===== config.mk =====
export PLATFORM = sky130hd
export DESIGN_NAME = four_voice_waveform_mixer
export DESIGN_NICKNAME = d
export VERILOG_FILES = /design/src/rtl/core/fvm_pkg.sv /design/src/rtl/core/fvm_noise.sv /design/src/rtl/core/fvm_voice.sv /design/src/rtl/core/four_voice_waveform_mixer.sv
export VERILOG_INCLUDE_DIRS = /design/src /design/src/rtl/core
export SDC_FILE = /design/constraint.sdc
export NUM_CORES = 1
export LEC_CHECK = 0
export ABC_AREA = 1
export ABC_CLOCK_PERIOD_IN_PS = 10700
export BUFFER_PORTS_ARGS = -buffer_cell sky130_fd_sc_hd__buf_4
export CAP_MARGIN = 25
export CORE_MARGIN = 2
export CORE_UTILIZATION = 52
export DETAILED_ROUTE_END_ITERATION = 8
export PLACE_DENSITY = 0.68
export SLEW_MARGIN = 20
export SYNTH_ARGS = -nofsm -noshare
export SYNTH_HDL_FRONTEND = slang
export SYNTH_SLANG_ARGS = --single-unit
export TNS_END_PERCENT = 10

===== constraint.sdc =====
create_clock -name clk -period 10.7 [get_ports clk]
set_input_delay 0 -clock clk [delete_from_list [all_inputs] [get_ports clk]]
set_output_delay 0 -clock clk [all_outputs]
set_load 0.03 [all_outputs]

===== src/rtl/core/four_voice_waveform_mixer_assert.svh =====
// Assertion macros used by the mixer top level.
`ifndef FOUR_VOICE_WAVEFORM_MIXER_ASSERT_SVH
`define FOUR_VOICE_WAVEFORM_MIXER_ASSERT_SVH

// Checks that the consequent holds in the same cycle as the antecedent.
`define FVM_ASSERT_SAME(label, ante, cons) \
	label: assert property (@(posedge clk) disable iff (!arst_n) (ante) |-> (cons)) \
		else $error("mixer check failed");

// Checks that the consequent holds in the cycle after the antecedent.
`define FVM_ASSERT_NEXT(label, ante, cons) \
	label: assert property (@(posedge clk) disable iff (!arst_n) (ante) |=> (cons)) \
		else $error("mixer check failed");

`endif


===== src/rtl/core/fvm_pkg.sv =====
// Types and constants shared by the four-voice mixer modules.
`default_nettype none
package fvm_pkg;

	localparam int VOICE_W  = 2;
	localparam int TGT_W    = 2;
	localparam int VALUE_W  = 16;
	localparam int PHASE_W  = 16;
	localparam int WAVE_W   = 8;
	localparam int VOL_W    = 8;
	localparam int LVL_W    = 6;
	localparam int PROD_W   = 14;
	localparam int ACC_W    = 16;
	localparam int SAMPLE_W = 8;
	localparam int SEED_W   = 32;

	localparam logic [SEED_W-1:0] SEED_RESET = 32'h0000_0001;

	localparam logic CMD_TICK  = 1'b0;
	localparam logic CMD_WRITE = 1'b1;

	localparam logic [TGT_W-1:0] TGT_FREQ   = 2'd0;
	localparam logic [TGT_W-1:0] TGT_DUTY   = 2'd1;
	localparam logic [TGT_W-1:0] TGT_WAVE   = 2'd2;
	localparam logic [TGT_W-1:0] TGT_VOLUME = 2'd3;

	localparam logic [WAVE_W-1:0] WAVE_TRIANGLE = 8'd0;
	localparam logic [WAVE_W-1:0] WAVE_SAW      = 8'd1;
	localparam logic [WAVE_W-1:0] WAVE_PULSE    = 8'd2;
	localparam logic [WAVE_W-1:0] WAVE_NOISE    = 8'd3;

	localparam logic signed [LVL_W-1:0] LVL_LOW  = -6'sd32;
	localparam logic signed [LVL_W-1:0] LVL_HIGH = 6'sd31;
	localparam logic signed [LVL_W-1:0] LVL_ZERO = 6'sd0;

	typedef struct packed {
		logic               tick;
		logic               wr;
		logic [TGT_W-1:0]   target;
		logic [VALUE_W-1:0] value;
	} voice_ctl_t;

endpackage
`default_nettype wire


===== src/rtl/core/fvm_noise.sv =====
// 32-bit noise LFSR with taps 31, 24, 9 and 6.
`default_nettype none
module fvm_noise (
	input  wire logic                         clk,
	input  wire logic                         arst_n,
	input  wire logic                         step,
	output logic      [fvm_pkg::LVL_W-1:0]    noise
);

	logic [fvm_pkg::SEED_W-1:0] seed_q;
	logic [fvm_pkg::SEED_W-1:0] seed_next;

	assign seed_next = {seed_q[fvm_pkg::SEED_W-2:0],
		seed_q[31] ^ seed_q[24] ^ seed_q[9] ^ seed_q[6]};

	// Voices see the seed after this tick's step.
	assign noise = seed_next[fvm_pkg::LVL_W-1:0];

	always_ff @(posedge clk or negedge arst_n) begin
		if (!arst_n) begin
			seed_q <= fvm_pkg::SEED_RESET;
		end else if (step) begin
			seed_q <= seed_next;
		end
	end

endmodule
`default_nettype wire


===== src/rtl/core/fvm_voice.sv =====
// One voice: its settings, its phase accumulator and its scaled level.
`default_nettype none
module fvm_voice (
	input  wire logic                              clk,
	input  wire logic                              arst_n,
	input  wire fvm_pkg::voice_ctl_t               ctl,
	input  wire logic        [fvm_pkg::LVL_W-1:0]  noise,
	output logic signed      [fvm_pkg::PROD_W-1:0] product
);

	logic [fvm_pkg::PHASE_W-1:0] phase_q;
	logic [fvm_pkg::VALUE_W-1:0] freq_q;
	logic [fvm_pkg::VALUE_W-1:0] duty_q;
	logic [fvm_pkg::WAVE_W-1:0]  wave_q;
	logic [fvm_pkg::VOL_W-1:0]   vol_q;

	logic signed [fvm_pkg::LVL_W-1:0]  level;
	logic signed [fvm_pkg::PROD_W-1:0] level_ext;
	logic signed [fvm_pkg::PROD_W-1:0] vol_ext;

	always_ff @(posedge clk or negedge arst_n) begin
		if (!arst_n) begin
			phase_q <= '0;
			freq_q  <= '0;
			duty_q  <= '0;
			wave_q  <= fvm_pkg::WAVE_TRIANGLE;
			vol_q   <= '0;
		end else begin
			if (ctl.tick) begin
				phase_q <= phase_q + freq_q;
			end
			if (ctl.wr) begin
				unique case (ctl.target)
					fvm_pkg::TGT_FREQ:   freq_q <= ctl.value;
					fvm_pkg::TGT_DUTY:   duty_q <= ctl.value;
					fvm_pkg::TGT_WAVE:   wave_q <= ctl.value[fvm_pkg::WAVE_W-1:0];
					fvm_pkg::TGT_VOLUME: vol_q  <= ctl.value[fvm_pkg::VOL_W-1:0];
				endcase
			end
		end
	end

	// Adding -32 to a 6-bit count is the same as flipping its top bit, and
	// 31 minus a 6-bit count keeps the top bit and inverts the rest.
	always_comb begin
		case (wave_q)
			fvm_pkg::WAVE_TRIANGLE: begin
				if (!phase_q[15]) begin
					level = {~phase_q[14], phase_q[13:9]};
				end else begin
					level = {phase_q[14], ~phase_q[13:9]};
				end
			end
			fvm_pkg::WAVE_SAW:   level = {~phase_q[15], phase_q[14:10]};
			fvm_pkg::WAVE_PULSE: level = (phase_q > duty_q) ? fvm_pkg::LVL_LOW
				: fvm_pkg::LVL_HIGH;
			fvm_pkg::WAVE_NOISE: level = {~noise[5], noise[4:0]};
			default:             level = fvm_pkg::LVL_ZERO;
		endcase
	end

	assign level_ext = fvm_pkg::PROD_W'(level);
	assign vol_ext   = fvm_pkg::PROD_W'($signed({1'b0, vol_q}));
	assign product   = level_ext * vol_ext;

endmodule
`default_nettype wire


===== src/rtl/core/four_voice_waveform_mixer.sv =====
// Four-voice waveform mixer: a request either writes one voice setting
// (frequency, duty, waveform or volume) or is a sample tick that steps the
// noise LFSR, mixes all voices into one unsigned 8-bit sample (128 is
// silence) and advances every voice's phase. Requests go into an input
// register and are worked off from there; a new request can be taken
// every cycle, and a finished sample waits in an output register while the
// next request is taken. A write produces no sample; each tick produces
// exactly one, loaded into the output register as the tick leaves the
// input register. Only a tick that finds the output register still full stalls.
`default_nettype none
`include "four_voice_waveform_mixer_assert.svh"
module four_voice_waveform_mixer #(
	parameter int VOICES = 4
) (
	input  wire logic                            clk,
	input  wire logic                            arst_n,
	input  wire logic                            req_valid,
	output logic                                 req_ready,
	input  wire logic                            command,
	input  wire logic [fvm_pkg::VOICE_W-1:0]     voice,
	input  wire logic [fvm_pkg::TGT_W-1:0]       target,
	input  wire logic [fvm_pkg::VALUE_W-1:0]     value,
	output logic                                 sample_valid,
	input  wire logic                            sample_ready,
	output logic      [fvm_pkg::SAMPLE_W-1:0]    sample
);

	logic                         valid_s1;
	logic                         command_s1;
	logic [fvm_pkg::VOICE_W-1:0]  voice_s1;
	logic [fvm_pkg::TGT_W-1:0]    target_s1;
	logic [fvm_pkg::VALUE_W-1:0]  value_s1;

	logic                         sample_valid_q;
	logic [fvm_pkg::SAMPLE_W-1:0] sample_q;

	logic advance;
	logic tick_en;
	logic wr_en;

	logic [fvm_pkg::LVL_W-1:0]          noise;
	logic signed [fvm_pkg::PROD_W-1:0]  product [VOICES];
	logic signed [fvm_pkg::ACC_W-1:0]   acc;
	logic [fvm_pkg::SAMPLE_W-1:0]       sample_d;

	// A write always moves on; a tick needs room in the output register.
	assign advance   = valid_s1 && (command_s1 == fvm_pkg::CMD_WRITE ||
		!sample_valid_q || sample_ready);
	assign tick_en   = advance && command_s1 == fvm_pkg::CMD_TICK;
	assign wr_en     = advance && command_s1 == fvm_pkg::CMD_WRITE;
	assign req_ready = !valid_s1 || advance;

	always_ff @(posedge clk or negedge arst_n) begin
		if (!arst_n) begin
			valid_s1 <= 1'b0;
		end else if (req_ready) begin
			valid_s1 <= req_valid;
		end
	end

	always_ff @(posedge clk) begin
		if (req_ready && req_valid) begin
			command_s1 <= command;
			voice_s1   <= voice;
			target_s1  <= target;
			value_s1   <= value;
		end
	end

	fvm_noise u_noise (
		.clk    (clk),
		.arst_n (arst_n),
		.step   (tick_en),
		.noise  (noise)
	);

	for (genvar g = 0; g < VOICES; g++) begin : g_voice
		fvm_pkg::voice_ctl_t ctl;

		assign ctl.tick   = tick_en;
		assign ctl.wr     = wr_en && voice_s1 == fvm_pkg::VOICE_W'(g);
		assign ctl.target = target_s1;
		assign ctl.value  = value_s1;

		fvm_voice u_voice (
			.clk     (clk),
			.arst_n  (arst_n),
			.ctl     (ctl),
			.noise   (noise),
			.product (product[g])
		);
	end

	always_comb begin
		acc = '0;
		for (int i = 0; i < VOICES; i++) begin
			acc = acc + fvm_pkg::ACC_W'(product[i]);
		end
	end

	// The sum never leaves the 16-bit signed range, so shifting right by 8
	// and adding 128 amounts to taking the high byte with its top bit flipped.
	assign sample_d = {~acc[fvm_pkg::ACC_W-1], acc[fvm_pkg::ACC_W-2:fvm_pkg::ACC_W-8]};

	always_ff @(posedge clk or negedge arst_n) begin
		if (!arst_n) begin
			sample_valid_q <= 1'b0;
		end else if (tick_en) begin
			sample_valid_q <= 1'b1;
		end else if (sample_ready) begin
			sample_valid_q <= 1'b0;
		end
	end

	always_ff @(posedge clk) begin
		if (tick_en) begin
			sample_q <= sample_d;
		end
	end

	assign sample_valid = sample_valid_q;
	assign sample       = sample_q;

	`FVM_ASSERT_NEXT(a_tick_gives_sample, tick_en, sample_valid_q)
	`FVM_ASSERT_NEXT(a_no_sample_without_tick, !sample_valid_q && !tick_en, !sample_valid_q)
	`FVM_ASSERT_SAME(a_full_output_blocks_tick,
		valid_s1 && command_s1 == fvm_pkg::CMD_TICK && sample_valid_q && !sample_ready,
		!req_ready && !tick_en)

endmodule
`default_nettype wire


==> results of run 1 <==
## report_power, final
group	switching, uW	leakage (uW)	total, uW	internal [uW]
combinational	2770	0.00902	4390	1620
clock	510	0.000578	1230	723
sequential	311	0.00403	1890	1580
total	3590	0.0136	7520	3930
## sequential cells by signal, indices dropped and copies added, names as in the netlist
name and cells:
command_s1 1, sample_valid 1, voice_s1 2, valid_s1 1, value_s1 16, g_voice.u_voice.freq_q 64, g_voice.u_voice.vol_q 32, sample 8
g_voice.u_voice.phase_q 64, u_noise.seed_q 32, g_voice.u_voice.duty_q 64, target_s1 2, g_voice.u_voice.wave_q 32
## how the worst max path moves through the flow
stage               slack, ns                            from         to
floorplan                3.01   g_voice[1].u_voice.phase_q[1]  sample[6]
global placement         2.19   g_voice[1].u_voice.phase_q[1]  sample[6]
detailed placement       2.13   g_voice[1].u_voice.phase_q[1]  sample[6]
CTS                      2.12   g_voice[1].u_voice.phase_q[1]  sample[6]
global route             1.52  g_voice[2].u_voice.phase_q[15]  sample[6]
finish                   2.10  g_voice[0].u_voice.phase_q[15]  sample[6]
## metrics by stage
| step | cells | worst slack (ns) | power [uW] | hold slack, ns |
|---|---|---|---|---|
| after floorplan | 2877 | 3.01 | 5040 | -0.296 |
| after global placement | 3451 | 2.19 | 6170 | 0.114 |
| after detailed placement | 3458 | 2.13 | 6260 | 0.126 |
| after CTS | 3547 | 2.12 | 7560 | 0.141 |
| after global routing | 3550 | 1.52 | 8290 | 0.166 |
| final | 3550 | 2.10 | 7520 | 0.0696 |
## worst max-delay path, delay by kind of cell (launching register included)
kind            cells  cell delay (ns)
fa+ha+maj           9             4.17
simple gates       19             1.96
compound gates      5             1.12
buf+inv             8             0.57
flops               1             0.51
## logic make-up after synthesis
| kind of cell | synth area share (%) |
|---|---|
| xor+xnor | 3.35 |
| flops | 33.9 |
| compound gates | 12.0 |
| simple gates | 18.0 |
| fa+ha+maj | 24.8 |
| buf+inv | 7.88 |
## per-layer routing
| metal | global-route usage, % | part of all wire, % | up-vias |
|---|---|---|---|
| met3 | 3.08 | 4.2 | 103 |
| met1 | 35.4 | 46 | 9064 |
| li1 | - | - | 9384 |
| met4 | 8.04 | 2.6 | 0 |
| met2 | 45.7 | 48 | 389 |
| met5 | 0 | 0 | - |
## layout make-up
| cell class | count | share of cell area (%) |
|---|---|---|
| Multi-Input combinational cell | 2055 | 53.1 |
| Sequential cell | 319 | 30.8 |
| Inverter | 439 | 6.24 |
| Clock buffer | 52 | 4.07 |
| Tap cell | 600 | 2.84 |
| Timing Repair Buffer | 72 | 2.61 |
| Clock inverter | 13 | 0.389 |
## Yosys cell counts (2+ instances only)
master	instances
nand2_1	670
inv_1	425
dfrtp_1	289
o21ai_0	283
ha_1	265
nor2_1	197
a21oi_1	134
fa_1	132
nand3_1	69
clkbuf_1	57
xor2_1	51
xnor2_1	39
edfxtp_1	29
nor3_1	22
nor2_2	18
nand4_1	15
inv_2	14
a31oi_1	13
or2_2	13
a221oi_1	11
o21ai_1	11
o22ai_1	11
a211oi_1	9
o21a_1	9
o31ai_1	9
nand2_2	8
a21boi_1	7
a21o_1	7
nor4_1	5
o21bai_1	5
buf_1	4
nand3b_1	4
o2111ai_1	4
or2_1	4
buf_2	3
nor4_4	3
a21boi_2	2
nand4_2	2
nor3_2	2
nor3b_1	2
o211ai_1	2
o221ai_1	2
==> reports/summary.txt, run 1 <==
Status: finished, final reports clean
WL final: 61000 um
Worst R2R Setup Slack: 2.10 ns
Synth top area share: 30.1%
Synthesis Warnings: 0
Largest net degree at the start of global routing: 176
Area delta synth->final: 9.95%
GRT Util Overall: 26.6%
Crit-path slowest cell: fa_1
Global-route wire length before repair: 100000 um
Cell Area, Synth: 24000 sq um
DR DRC count: 0
Avg WL per Cell: 17.2 um
Port bufs: 34
H-tree levels: 2
Initial antenna violation count: 3
Setup TNS Final: 0 ns
Synthesized netlist cell count: 2877
Inserted Diodes: 0
Worst path max stage delay: 0.57 ns
Max clock buf depth: 3
Max Clock Skew: 0.0113 ns
Final Setup Violations: 0
Antenna-violating nets left: 0
Post-synth top area cell: dfrtp_1
Die width: 219 um
Synth async-reset ratio: 90.9%
Ports: 35
Worst-path maximum fanout: 10
Number of synthesized flops with an enable pin: 29
Fin crit share: 80.4%
Type of the worst setup path: flop to flop
Fmax: 0.116 GHz
CP required: 10.99 ns
Net count, final: 3346
Worst r2r src: g_voice[0].u_voice.phase_q[15]
Post-synth top flop: dfrtp_1
Fin area: 26400 sq um
Post-layout util: 58.0%
Top cell by count, worst path: nand2_1
Crit path DAT: 8.90 ns
Actual slew at the worst max-slew pin: 0.985 ns
Worst VDD drop: 0.280 mV
GP Congestion: 0.904
Register area: 8130 sq um
Vias per Instance: 5.34
# hold bufs at CTS: 24
Crit path time final: 8.60 ns
DPL Wire Length: 46900 um
Core area: 45500 sq um
# resized after CTS: 0
Cell Area, Placed: 24900 sq um
Register area share after synthesis: 33.9%
Crit end category: flop
Most common cell after layout, fill and taps aside: nand2_1
RSZ-0062 raised after global routing: no
CTS tree: done
1st-iter DRT viols: 1240
Crit start category: flop
Vias in the first global route: 19200
Die Footprint: 47900 sq um
Initial Util: 52.8%
# rows: 78
Total congestion overflow: 0
CTS clk-pin slew, worst paths: 0.06 ns
Top cells by area, synth: dfrtp_1 (30%), ha_1 (14%), fa_1 (11%), nand2_1 (10%), inv_1 (6.6%)
Die Ht: 219 um
Max-cap violation count: 0
RR Endpoint: sample[6]
Share of layout cells above drive strength 1: 6.03%
Final slew viol count: 0
Post-CTS setup buffer count: 0
HP Class: input port to asynchronous set/reset pin
Clock Latency Late Sink: 0.55 ns
# fillers: 4119
Worst reg2reg path depth: 41
Clk sinks: 319
Register bit total from synthesis: 319
P_leak: 0.0136 uW
CTS Root Cell: clkbuf_16
Pre-antenna DRT Iters: 5
Net Count, Synth: 3299
Post-synth cell types: 58
Routed vias: 18900
Syn_area_per_cell: 8.34 sq um
Max_slew headroom: 34.4%
CTS Buf Count: 37
Most frequent cells in the layout: nand2_1 (670), inv_1 (423), dfrtp_1 (289), o21ai_0 (283), ha_1 (265)
Multi-input gate area: 14000 sq um
Hold Vio Cnt, Final: 0
Pwr/cell area: 285 nW/um^2
Note: power is estimated with default switching activity, not from simulation.
==> inputs of run 2 (changes only) <==
--- a/config.mk
+++ b/config.mk
@@ -6,8 +6,8 @@
 export SDC_FILE = /design/constraint.sdc
 export NUM_CORES = 1
 export LEC_CHECK = 0
-export ABC_AREA = 1
-export ABC_CLOCK_PERIOD_IN_PS = 10700
+export ABC_AREA = 0
+export ABC_CLOCK_PERIOD_IN_PS = 8300
 export BUFFER_PORTS_ARGS = -buffer_cell sky130_fd_sc_hd__buf_4
 export CAP_MARGIN = 25
 export CORE_MARGIN = 2
==> constraint.sdc (replaced) <==
create_clock -name clk -period 8.3 [get_ports clk]
set_input_delay 0 -clock clk [delete_from_list [all_inputs] [get_ports clk]]
set_output_delay 0 -clock clk [all_outputs]
set_load 0.03 [all_outputs]
==> run 2 against run 1 <==
  * The run now ends with setup timing left
  * Non-clock buffer count increased by 95
  * Sequential cell count unchanged
  * Wire length decreased by 5.4%
  * Global-route usage decreased by 1.3 points
  * Setup slack got worse by 2.3 ns
  * Hold slack improved by 0.014 ns
  * Largest cell class unchanged
  * Highest routed layer unchanged
==> reports/summary.txt, run 2 <==
Status: finished, violations left (was finished, final reports clean)
Failing checks: setup timing
Top cell by count, worst path: fa_1 (was nand2_1)
Worst VDD drop: 0.442 mV (was 0.280 mV)
Synth async-reset ratio: 90.9% (unchanged)
Clk pwr share: 18.5% (was 16.4%)
Post-synth cell types: 65 (was 58)
Avg WL per Cell: 18.0 um (was 17.2 um)
Clock Latency Late Sink: 0.57 ns (was 0.55 ns)
Final worst setup slack: -0.241 ns (was 2.10 ns)
CTS Buf Count: 37 (unchanged)
Die Footprint: 47600 sq um (was 47900 sq um)
Post-synth top area cell: dfrtp_1 (unchanged)
Port bufs: 34 (unchanged)
Total congestion overflow: 0 (unchanged)
Worst-path maximum fanout: 5 (was 10)
Area delta synth->final: 14.1% (was 9.95%)
H-tree levels: 2 (unchanged)
WL final: 57700 um (was 61000 um)
Synth top area share: 30.3% (was 30.1%)
Routed vias: 17700 (was 18900)
Switching Share: 41.8% (was 47.7%)
Share of layout cells above drive strength 1: 15.2% (was 6.03%)
Antenna-violating nets left: 0 (unchanged)
Synthesized netlist cell count: 2426 (was 2877)
Biggest regs: g_voice.u_voice.duty_q (64), g_voice.u_voice.freq_q (64), g_voice.u_voice.phase_q (64) (unchanged)
Cell Area, Synth: 23900 sq um (was 24000 sq um)
Max-cap violation count: 0 (unchanged)
Core area: 45400 sq um (was 45500 sq um)
Crit path time final: 8.54 ns (was 8.60 ns)
Comb pwr share: 55.9% (was 58.4%)
Syn_area_per_cell: 9.84 sq um (was 8.34 sq um)
Die Ht: 218 um (was 219 um)
Pre-antenna DRT Iters: 5 (unchanged)
Fin crit share: 103% (was 80.4%)
Crit start category: flop (unchanged)
Worst path max stage delay: 0.56 ns (was 0.57 ns)
Pwr/cell area: 343 nW/um^2 (was 285 nW/um^2)
DR DRC count: 0 (unchanged)
CP required: 8.60 ns (was 10.99 ns)
Final slew viol count: 0 (unchanged)
Die width: 218 um (was 219 um)
Synth Area in Compound Gates: 10.6% (was 12.0%)
HP Class: input port to asynchronous set/reset pin (unchanged)
Net count, final: 2992 (was 3346)
P_leak: 0.0136 uW (about the same)
Synthesis Warnings: 0 (unchanged)
Number of synthesized flops with an enable pin: 29 (unchanged)
Crit-path slowest cell: fa_1 (unchanged)
Pint: 5440 uW (was 3930 uW)
Reg power frac: 25.6% (was 25.2%)
Post-synth top flop: dfrtp_1 (unchanged)
Register bit total from synthesis: 319 (unchanged)
Largest net degree at the start of global routing: 183 (was 176)
CTS clk-pin slew, worst paths: 0.06 ns (about the same)
Count leader, synth: nand2_1 (unchanged)
Commonest cells post-synth: nand2_1 (310), dfrtp_1 (289), ha_1 (265) (was nand2_1 (670), inv_1 (425), dfrtp_1 (289))
Largest family of logic cells by synthesized area: adder cells (unchanged)
RSZ-0062 raised after global routing: yes (was no)
Register area share after synthesis: 34.0% (was 33.9%)
Most frequent cells in the layout: nand2_1 (310), dfrtp_1 (289), ha_1 (263), inv_1 (248), nor2_1 (152) (was nand2_1 (670), inv_1 (423), dfrtp_1 (289), o21ai_0 (283), ha_1 (265))
Net Count, Synth: 2848 (was 3299)
Clk sinks: 319 (unchanged)
Post-synthesis mux area share: 7.54% (was 0%)
Max clock buf depth: 3 (unchanged)
Max_slew headroom: 25.4% (was 34.4%)
GRT Util Overall: 25.3% (was 26.6%)
Hold Vio Cnt, Final: 0 (unchanged)
Vias per Instance: 5.53 (was 5.34)
CTS tree: done (unchanged)
Post-place setup slack: -0.234 ns (was 2.13 ns)
Simple-gate share of the synthesized area: 13.5% (was 18.0%)
Actual slew at the worst max-slew pin: 1.12 ns (was 0.985 ns)
Global-route wire length before repair: 95600 um (was 100000 um)
Final Setup Violations: 2 (was 0)
Most common cell after layout, fill and taps aside: nand2_1 (unchanged)
# rows: 78 (unchanged)
Adder-Cell Fraction of Synth Area: 25.0% (was 24.8%)
1st-iter DRT viols: 1158 (was 1240)
Vias in the first global route: 18300 (was 19200)
Crit end category: flop (unchanged)
Min Hold Slack: 0.0837 ns (was 0.0696 ns)
DPL Wire Length: 41800 um (was 46900 um)
Max Clock Skew: 0.0172 ns (was 0.0113 ns)
NetSw: 3910 uW (was 3590 uW)
GP Congestion: 0.892 (was 0.904)
Initial antenna violation count: 0 (was 3)
Post-Synth XOR/XNOR Area: 4.36% (was 3.35%)
CTS Root Cell: clkbuf_16 (unchanged)
Crit path DAT: 8.84 ns (was 8.90 ns)
Type of the worst setup path: flop to flop (unchanged)
Ports: 35 (unchanged)
Initial Util: 52.6% (was 52.8%)
Top cells by area, synth: dfrtp_1 (30%), ha_1 (14%), fa_1 (11%), mux2_2 (6.2%), nand2_1 (4.9%) (was dfrtp_1 (30%), ha_1 (14%), fa_1 (11%), nand2_1 (10%), inv_1 (6.6%))
Fmax: 0.117 GHz (was 0.116 GHz)
run 2: final timing paths:
| kind | from | end | slack [ns] | cells after the start |
|---|---|---|---|---|
| max in group asynchronous | arst_n | g_voice[1].u_voice.freq_q[4] | 6.71 | 4 |
| min in group clk | value[11] | value_s1[11] | 0.16 | 2 |
| min | arst_n | g_voice[2].u_voice.duty_q[7] | 0.08 | 2 |
| max reg2reg | g_voice[2].u_voice.duty_q[1] | sample[7] | -0.24 | 37 |
| max | g_voice[2].u_voice.duty_q[1] | sample[7] | -0.24 | 37 |
| min reg2reg | u_noise.seed_q[23] | u_noise.seed_q[24] | 0.46 | 2 |
run 2: worst max-delay path: cells and delay by family, from the launching register on:
| family | cells | cell delay (ns) |
|---|---|---|
| xor gates and xnor gates | 2 | 0.38 |
| buffers and inverters | 6 | 0.48 |
| AOI/OAI and AO/OA | 17 | 2.77 |
| adders and majority gates | 9 | 3.78 |
| and+or+nand+nor | 3 | 0.52 |
| DFF | 1 | 0.37 |
run 2: area by class of cell:
class | count | area, sq um
Fill cell | 3780 | 18100
Multi-Input combinational cell | 1790 | 14800
Sequential cell | 319 | 8130
Timing Repair Buffer | 167 | 1370
Clock buffer | 50 | 1090
Inverter | 255 | 957
Tap cell | 600 | 751
Clock inverter | 17 | 200
Antenna cell | 1 | 2.50
run 2: power groups by stage:
stage	Sequential, uW	Clock (uW)	Combinational, uW
after floorplan	2350	0	3540
after global placement	2400	0	4860
after detailed placement	2420	0	5070
after CTS	2400	1780	5120
after global routing	2450	1830	5880
final	2400	1730	5220
run 2: routing by layer:
metal	global-route usage, %	part of all wire (%)	vias to the layer above
li1	-	-	8471
met1	34.5	46	8757
met2	42.2	48	371
met3	3.40	4.3	102
met4	7.57	2.4	0
met5	0	0	-
run 2: cells by family after synthesis:
logic type               count (synthesis)
flip-flops                             319
adder cells (fa/ha/maj)                397
XOR/XNOR                               119
AND/OR/NAND/NOR                        703
multiplexers                           161
AO/OA/AOI/OAI                          410
buffers and inverters                  317
run 2: timing repair:
action | CTS | global route
buffers inserted | 0 | 3
setup endpoints to repair | 3 | 8
pin swaps | 2 | 23
resized for setup | 1 | 27
endpoints found under the hold margin | 131 | 0
hold buffers | 24 | 0
run 2: through the flow:
step	area, sq um	power [uW]	TNS, ns	util, %	instances
floorplan	23900	5890	-0.127	-	2426
global placement	25500	7260	-0.0489	56.2	3101
detailed placement	25500	7490	-0.417	56.2	3102
CTS	27000	9290	-0.428	59.6	3193
global route	27200	10200	-1.52	60.0	3198
finish	27200	9340	-0.396	60.0	3199
==> inputs of run 3 (changes only) <==
--- a/config.mk
+++ b/config.mk
@@ -13,9 +13,11 @@
 export CORE_MARGIN = 2
 export CORE_UTILIZATION = 52
 export DETAILED_ROUTE_END_ITERATION = 8
+export HOLD_SLACK_MARGIN = 0.03
 export PLACE_DENSITY = 0.68
 export SLEW_MARGIN = 20
 export SYNTH_ARGS = -nofsm -noshare
 export SYNTH_HDL_FRONTEND = slang
+export SYNTH_HIERARCHICAL = 1
 export SYNTH_SLANG_ARGS = --single-unit
 export TNS_END_PERCENT = 10
==> run 3 against run 2 <==
  * The run now ends clean
  * Maximum frequency grew 3.4%
  * Die area grew 3.7%
  * Clock power shrank 7%
  * Register-to-register slack gained 0.28 ns
  * Area after synthesis grew 3.8%
  * Largest power group unchanged
==> reports/summary.txt, run 3 <==
Total congestion overflow: 0 (unchanged)
Max clock buf depth: 3 (unchanged)
CTS tree: done (unchanged)
Biggest regs: g_voice.u_voice/duty_q (64), g_voice.u_voice/freq_q (64), g_voice.u_voice/phase_q (64) (was g_voice.u_voice.duty_q (64), g_voice.u_voice.freq_q (64), g_voice.u_voice.phase_q (64))
DPL Wire Length: 42600 um (was 41800 um)
Worst R2R Setup Slack: 0.04 ns (was -0.24 ns)
Top cells by area, synth: dfrtp_1 (29%), ha_1 (13%), mux2_2 (12%), fa_1 (11%), inv_1 (4.3%) (was dfrtp_1 (30%), ha_1 (14%), fa_1 (11%), mux2_2 (6.2%), nand2_1 (4.9%))
Synth top area share: 29.2% (was 30.3%)
Net Count, Synth: 2748 (was 2848)
Top cell by count, worst path: fa_1 (unchanged)
Cell Count, Final, Fillers Out: 3131 (was 3199)
# fillers: 3924 (was 3780)
Actual slew at the worst max-slew pin: 1.03 ns (was 1.12 ns)
CP required: 8.62 ns (was 8.60 ns)
P_leak: 0.0136 uW (about the same)
Worst path max stage delay: 0.58 ns (was 0.56 ns)
Initial Util: 52.2% (was 52.6%)
Crit-path slowest cell: fa_1 (unchanged)
Count leader, synth: dfrtp_1 (was nand2_1)
Most common cell after layout, fill and taps aside: dfrtp_1 (was nand2_1)
Post-synth cell types: 90 (was 65)
Global-route wire length before repair: 95700 um (was 95600 um)
Register bit total from synthesis: 319 (unchanged)
Clk sinks: 319 (unchanged)
CTS Root Cell: clkbuf_16 (unchanged)
Die width: 222 um (was 218 um)
HP Class: input port to flop (was input port to asynchronous set/reset pin)
Largest net degree at the start of global routing: 136 (was 183)
1st-iter DRT viols: 834 (was 1158)
Net count, final: 2913 (was 2992)
Synth async-reset ratio: 90.9% (unchanged)
Commonest cells post-synth: dfrtp_1 (289), inv_1 (282), ha_1 (265) (was nand2_1 (310), dfrtp_1 (289), ha_1 (265))
Crit end category: flop (unchanged)
Number of synthesized flops with an enable pin: 29 (unchanged)
Die Ht: 222 um (was 218 um)
Synthesized netlist cell count: 2326 (was 2426)
DR DRC count: 0 (unchanged)
Cell Area, Placed: 26500 sq um (was 25500 sq um)
Placed Cells: 3031 (was 3102)
Antenna-violating nets left: 0 (unchanged)
Vias per Instance: 5.61 (was 5.53)
Fmax: 0.121 GHz (was 0.117 GHz)
Max Clock Skew: 0.0194 ns (was 0.0172 ns)
GP Congestion: 0.890 (was 0.892)
Met1 wire length: 26000 um (was 26300 um)
Hold Vio Cnt, Final: 0 (unchanged)
Max_slew headroom: 31.5% (was 25.4%)
Share of layout cells above drive strength 1: 22.0% (was 15.2%)
Inserted Diodes: 0 (was 1)
Die Footprint: 49400 sq um (was 47600 sq um)
Ports: 35 (unchanged)
CTS clk-pin slew, worst paths: 0.06 ns (about the same)
Initial antenna violation count: 1 (was 0)
Avg WL per Cell: 18.6 um (was 18.0 um)
H-tree levels: 2 (unchanged)
Met3 routed WL: 1880 um (was 2510 um)
Multi-input gate area: 15700 sq um (was 14800 sq um)
Post-synth top flop: dfrtp_1 (unchanged)
Post-synth top area cell: dfrtp_1 (unchanged)
Vias in the first global route: 18500 (was 18300)
Setup TNS Final: 0 ns (was -0.396 ns)
Max layer used: met4 (unchanged)
Met2 wire len: 28500 um (was 27500 um)
# rows: 80 (was 78)
Fin area: 28300 sq um (was 27200 sq um)
Crit path time final: 8.26 ns (was 8.54 ns)
Fin crit share: 99.5% (was 103%)
Port bufs: 34 (unchanged)
Cell Area, Synth: 24800 sq um (was 23900 sq um)
Crit path DAT: 8.58 ns (was 8.84 ns)
WL final: 58100 um (was 57700 um)
GRT Util Overall: 24.1% (was 25.3%)
Max-cap violation count: 0 (unchanged)
RSZ-0062 raised after global routing: yes (unchanged)
Pwr/cell area: 319 nW/um^2 (was 343 nW/um^2)
Routed vias: 17600 (was 17700)
Worst VDD drop: 0.212 mV (was 0.442 mV)
Clock Latency Late Sink: 0.56 ns (was 0.57 ns)
Worst-path maximum fanout: 3 (was 5)
Final slew viol count: 0 (unchanged)
Register area share after synthesis: 32.8% (was 34.0%)
Status: finished, final reports clean (was finished, violations left)
CTS Buf Count: 38 (was 37)
Crit start category: flop (unchanged)
Pre-antenna DRT Iters: 5 (unchanged)
Final Setup Violations: 0 (was 2)
Most frequent cells in the layout: dfrtp_1 (289), inv_1 (281), ha_1 (256), mux2_2 (254), buf_4 (134) (was nand2_1 (310), dfrtp_1 (289), ha_1 (263), inv_1 (248), nor2_1 (152))
Syn_area_per_cell: 10.7 sq um (was 9.84 sq um)
Core area: 47400 sq um (was 45400 sq um)
Type of the worst setup path: flop to flop (unchanged)
Area delta synth->final: 14.1% (about the same)
Register area: 8130 sq um (unchanged)
Synthesis Warnings: 6 (was 0)
## run 3: layout make-up
class / instances / area share, %
clock buffer: 49 / 3.58
inverter: 283 / 3.75
multi-input combinational: 1680 / 55.6
timing repair buffer: 169 / 5.09
sequential: 319 / 28.7
clock inverter: 16 / 0.539
tap: 615 / 2.72
## run 3: final timing paths
kind                                                 from                      endpoint  depth (start not counted)
hold reg to reg                        u_noise/seed_q[28]            u_noise/seed_q[29]                          1
setup reg to reg           g_voice[1].u_voice/phase_q[11]                     sample[7]                         30
hold / removal                                  value[15]                  value_s1[15]                          2
min in group asynchronous                          arst_n  g_voice[0].u_voice/freq_q[1]                          3
max in group asynchronous                          arst_n            u_noise/seed_q[22]                          5
setup / recovery           g_voice[1].u_voice/phase_q[11]                     sample[7]                         30
## run 3: routing by layer
| metal | global-route usage [%] | up-vias |
|---|---|---|
| li1 | - | 8343 |
| met4 | 7.92 | 0 |
| met5 | 0 | - |
| met2 | 42.0 | 294 |
| met1 | 31.4 | 8836 |
| met3 | 2.70 | 104 |
## run 3: kinds of logic (layout without fill, tap and decap cells)
family	count (synthesis)	count (layout)	share of synthesized area, %
muxes	266	266	12.1
and+or+nand+nor	510	510	11.1
buffers and inverters	327	517	5.09
xor gates and xnor gates	118	118	4.22
adders and majority gates	397	397	24.0
AOI/OAI and AO/OA	389	389	10.7
DFF	319	319	32.8
## run 3: what timing repair did
item	4_1_cts	5_1_grt
pin swaps	25	24
hold buffers	25	1
endpoints found under the setup margin	3	6
endpoints found under the hold margin	156	35
gates resized for setup	18	30
buffers inserted	6	3
## run 3: stage by stage
step | total power (uW) | hold WS (ns) | util [%] | setup WS [ns]
after floorplan | 5850 | -0.296 | - | 0.00936
after global placement | 7000 | 0.178 | 55.7 | -0.0771
after detailed placement | 7210 | 0.179 | 55.8 | -0.200
after CTS | 8950 | 0.138 | 59.1 | 0.00283
after global routing | 9810 | 0.151 | 59.6 | -0.239
final | 9020 | 0.158 | 59.6 | 0.0376
## run 3: where the power goes
group / internal (uW) / switching (uW) / leakage (uW)
clock network: 925 / 685 / 0.000573
logic: 2340 / 2680 / 0.00912
registers: 2000 / 385 / 0.00394
total: 5270 / 3750 / 0.0136
## run 3: critical path: cells and delay by family (launching register included)
| kind | cells | cell delay, ns |
|---|---|---|
| fa+ha+maj | 9 | 3.88 |
| compound gates | 9 | 1.62 |
| simple gates | 7 | 1.56 |
| flops | 1 | 0.41 |
| buf+inv | 4 | 0.30 |
| xor+xnor | 1 | 0.26 |
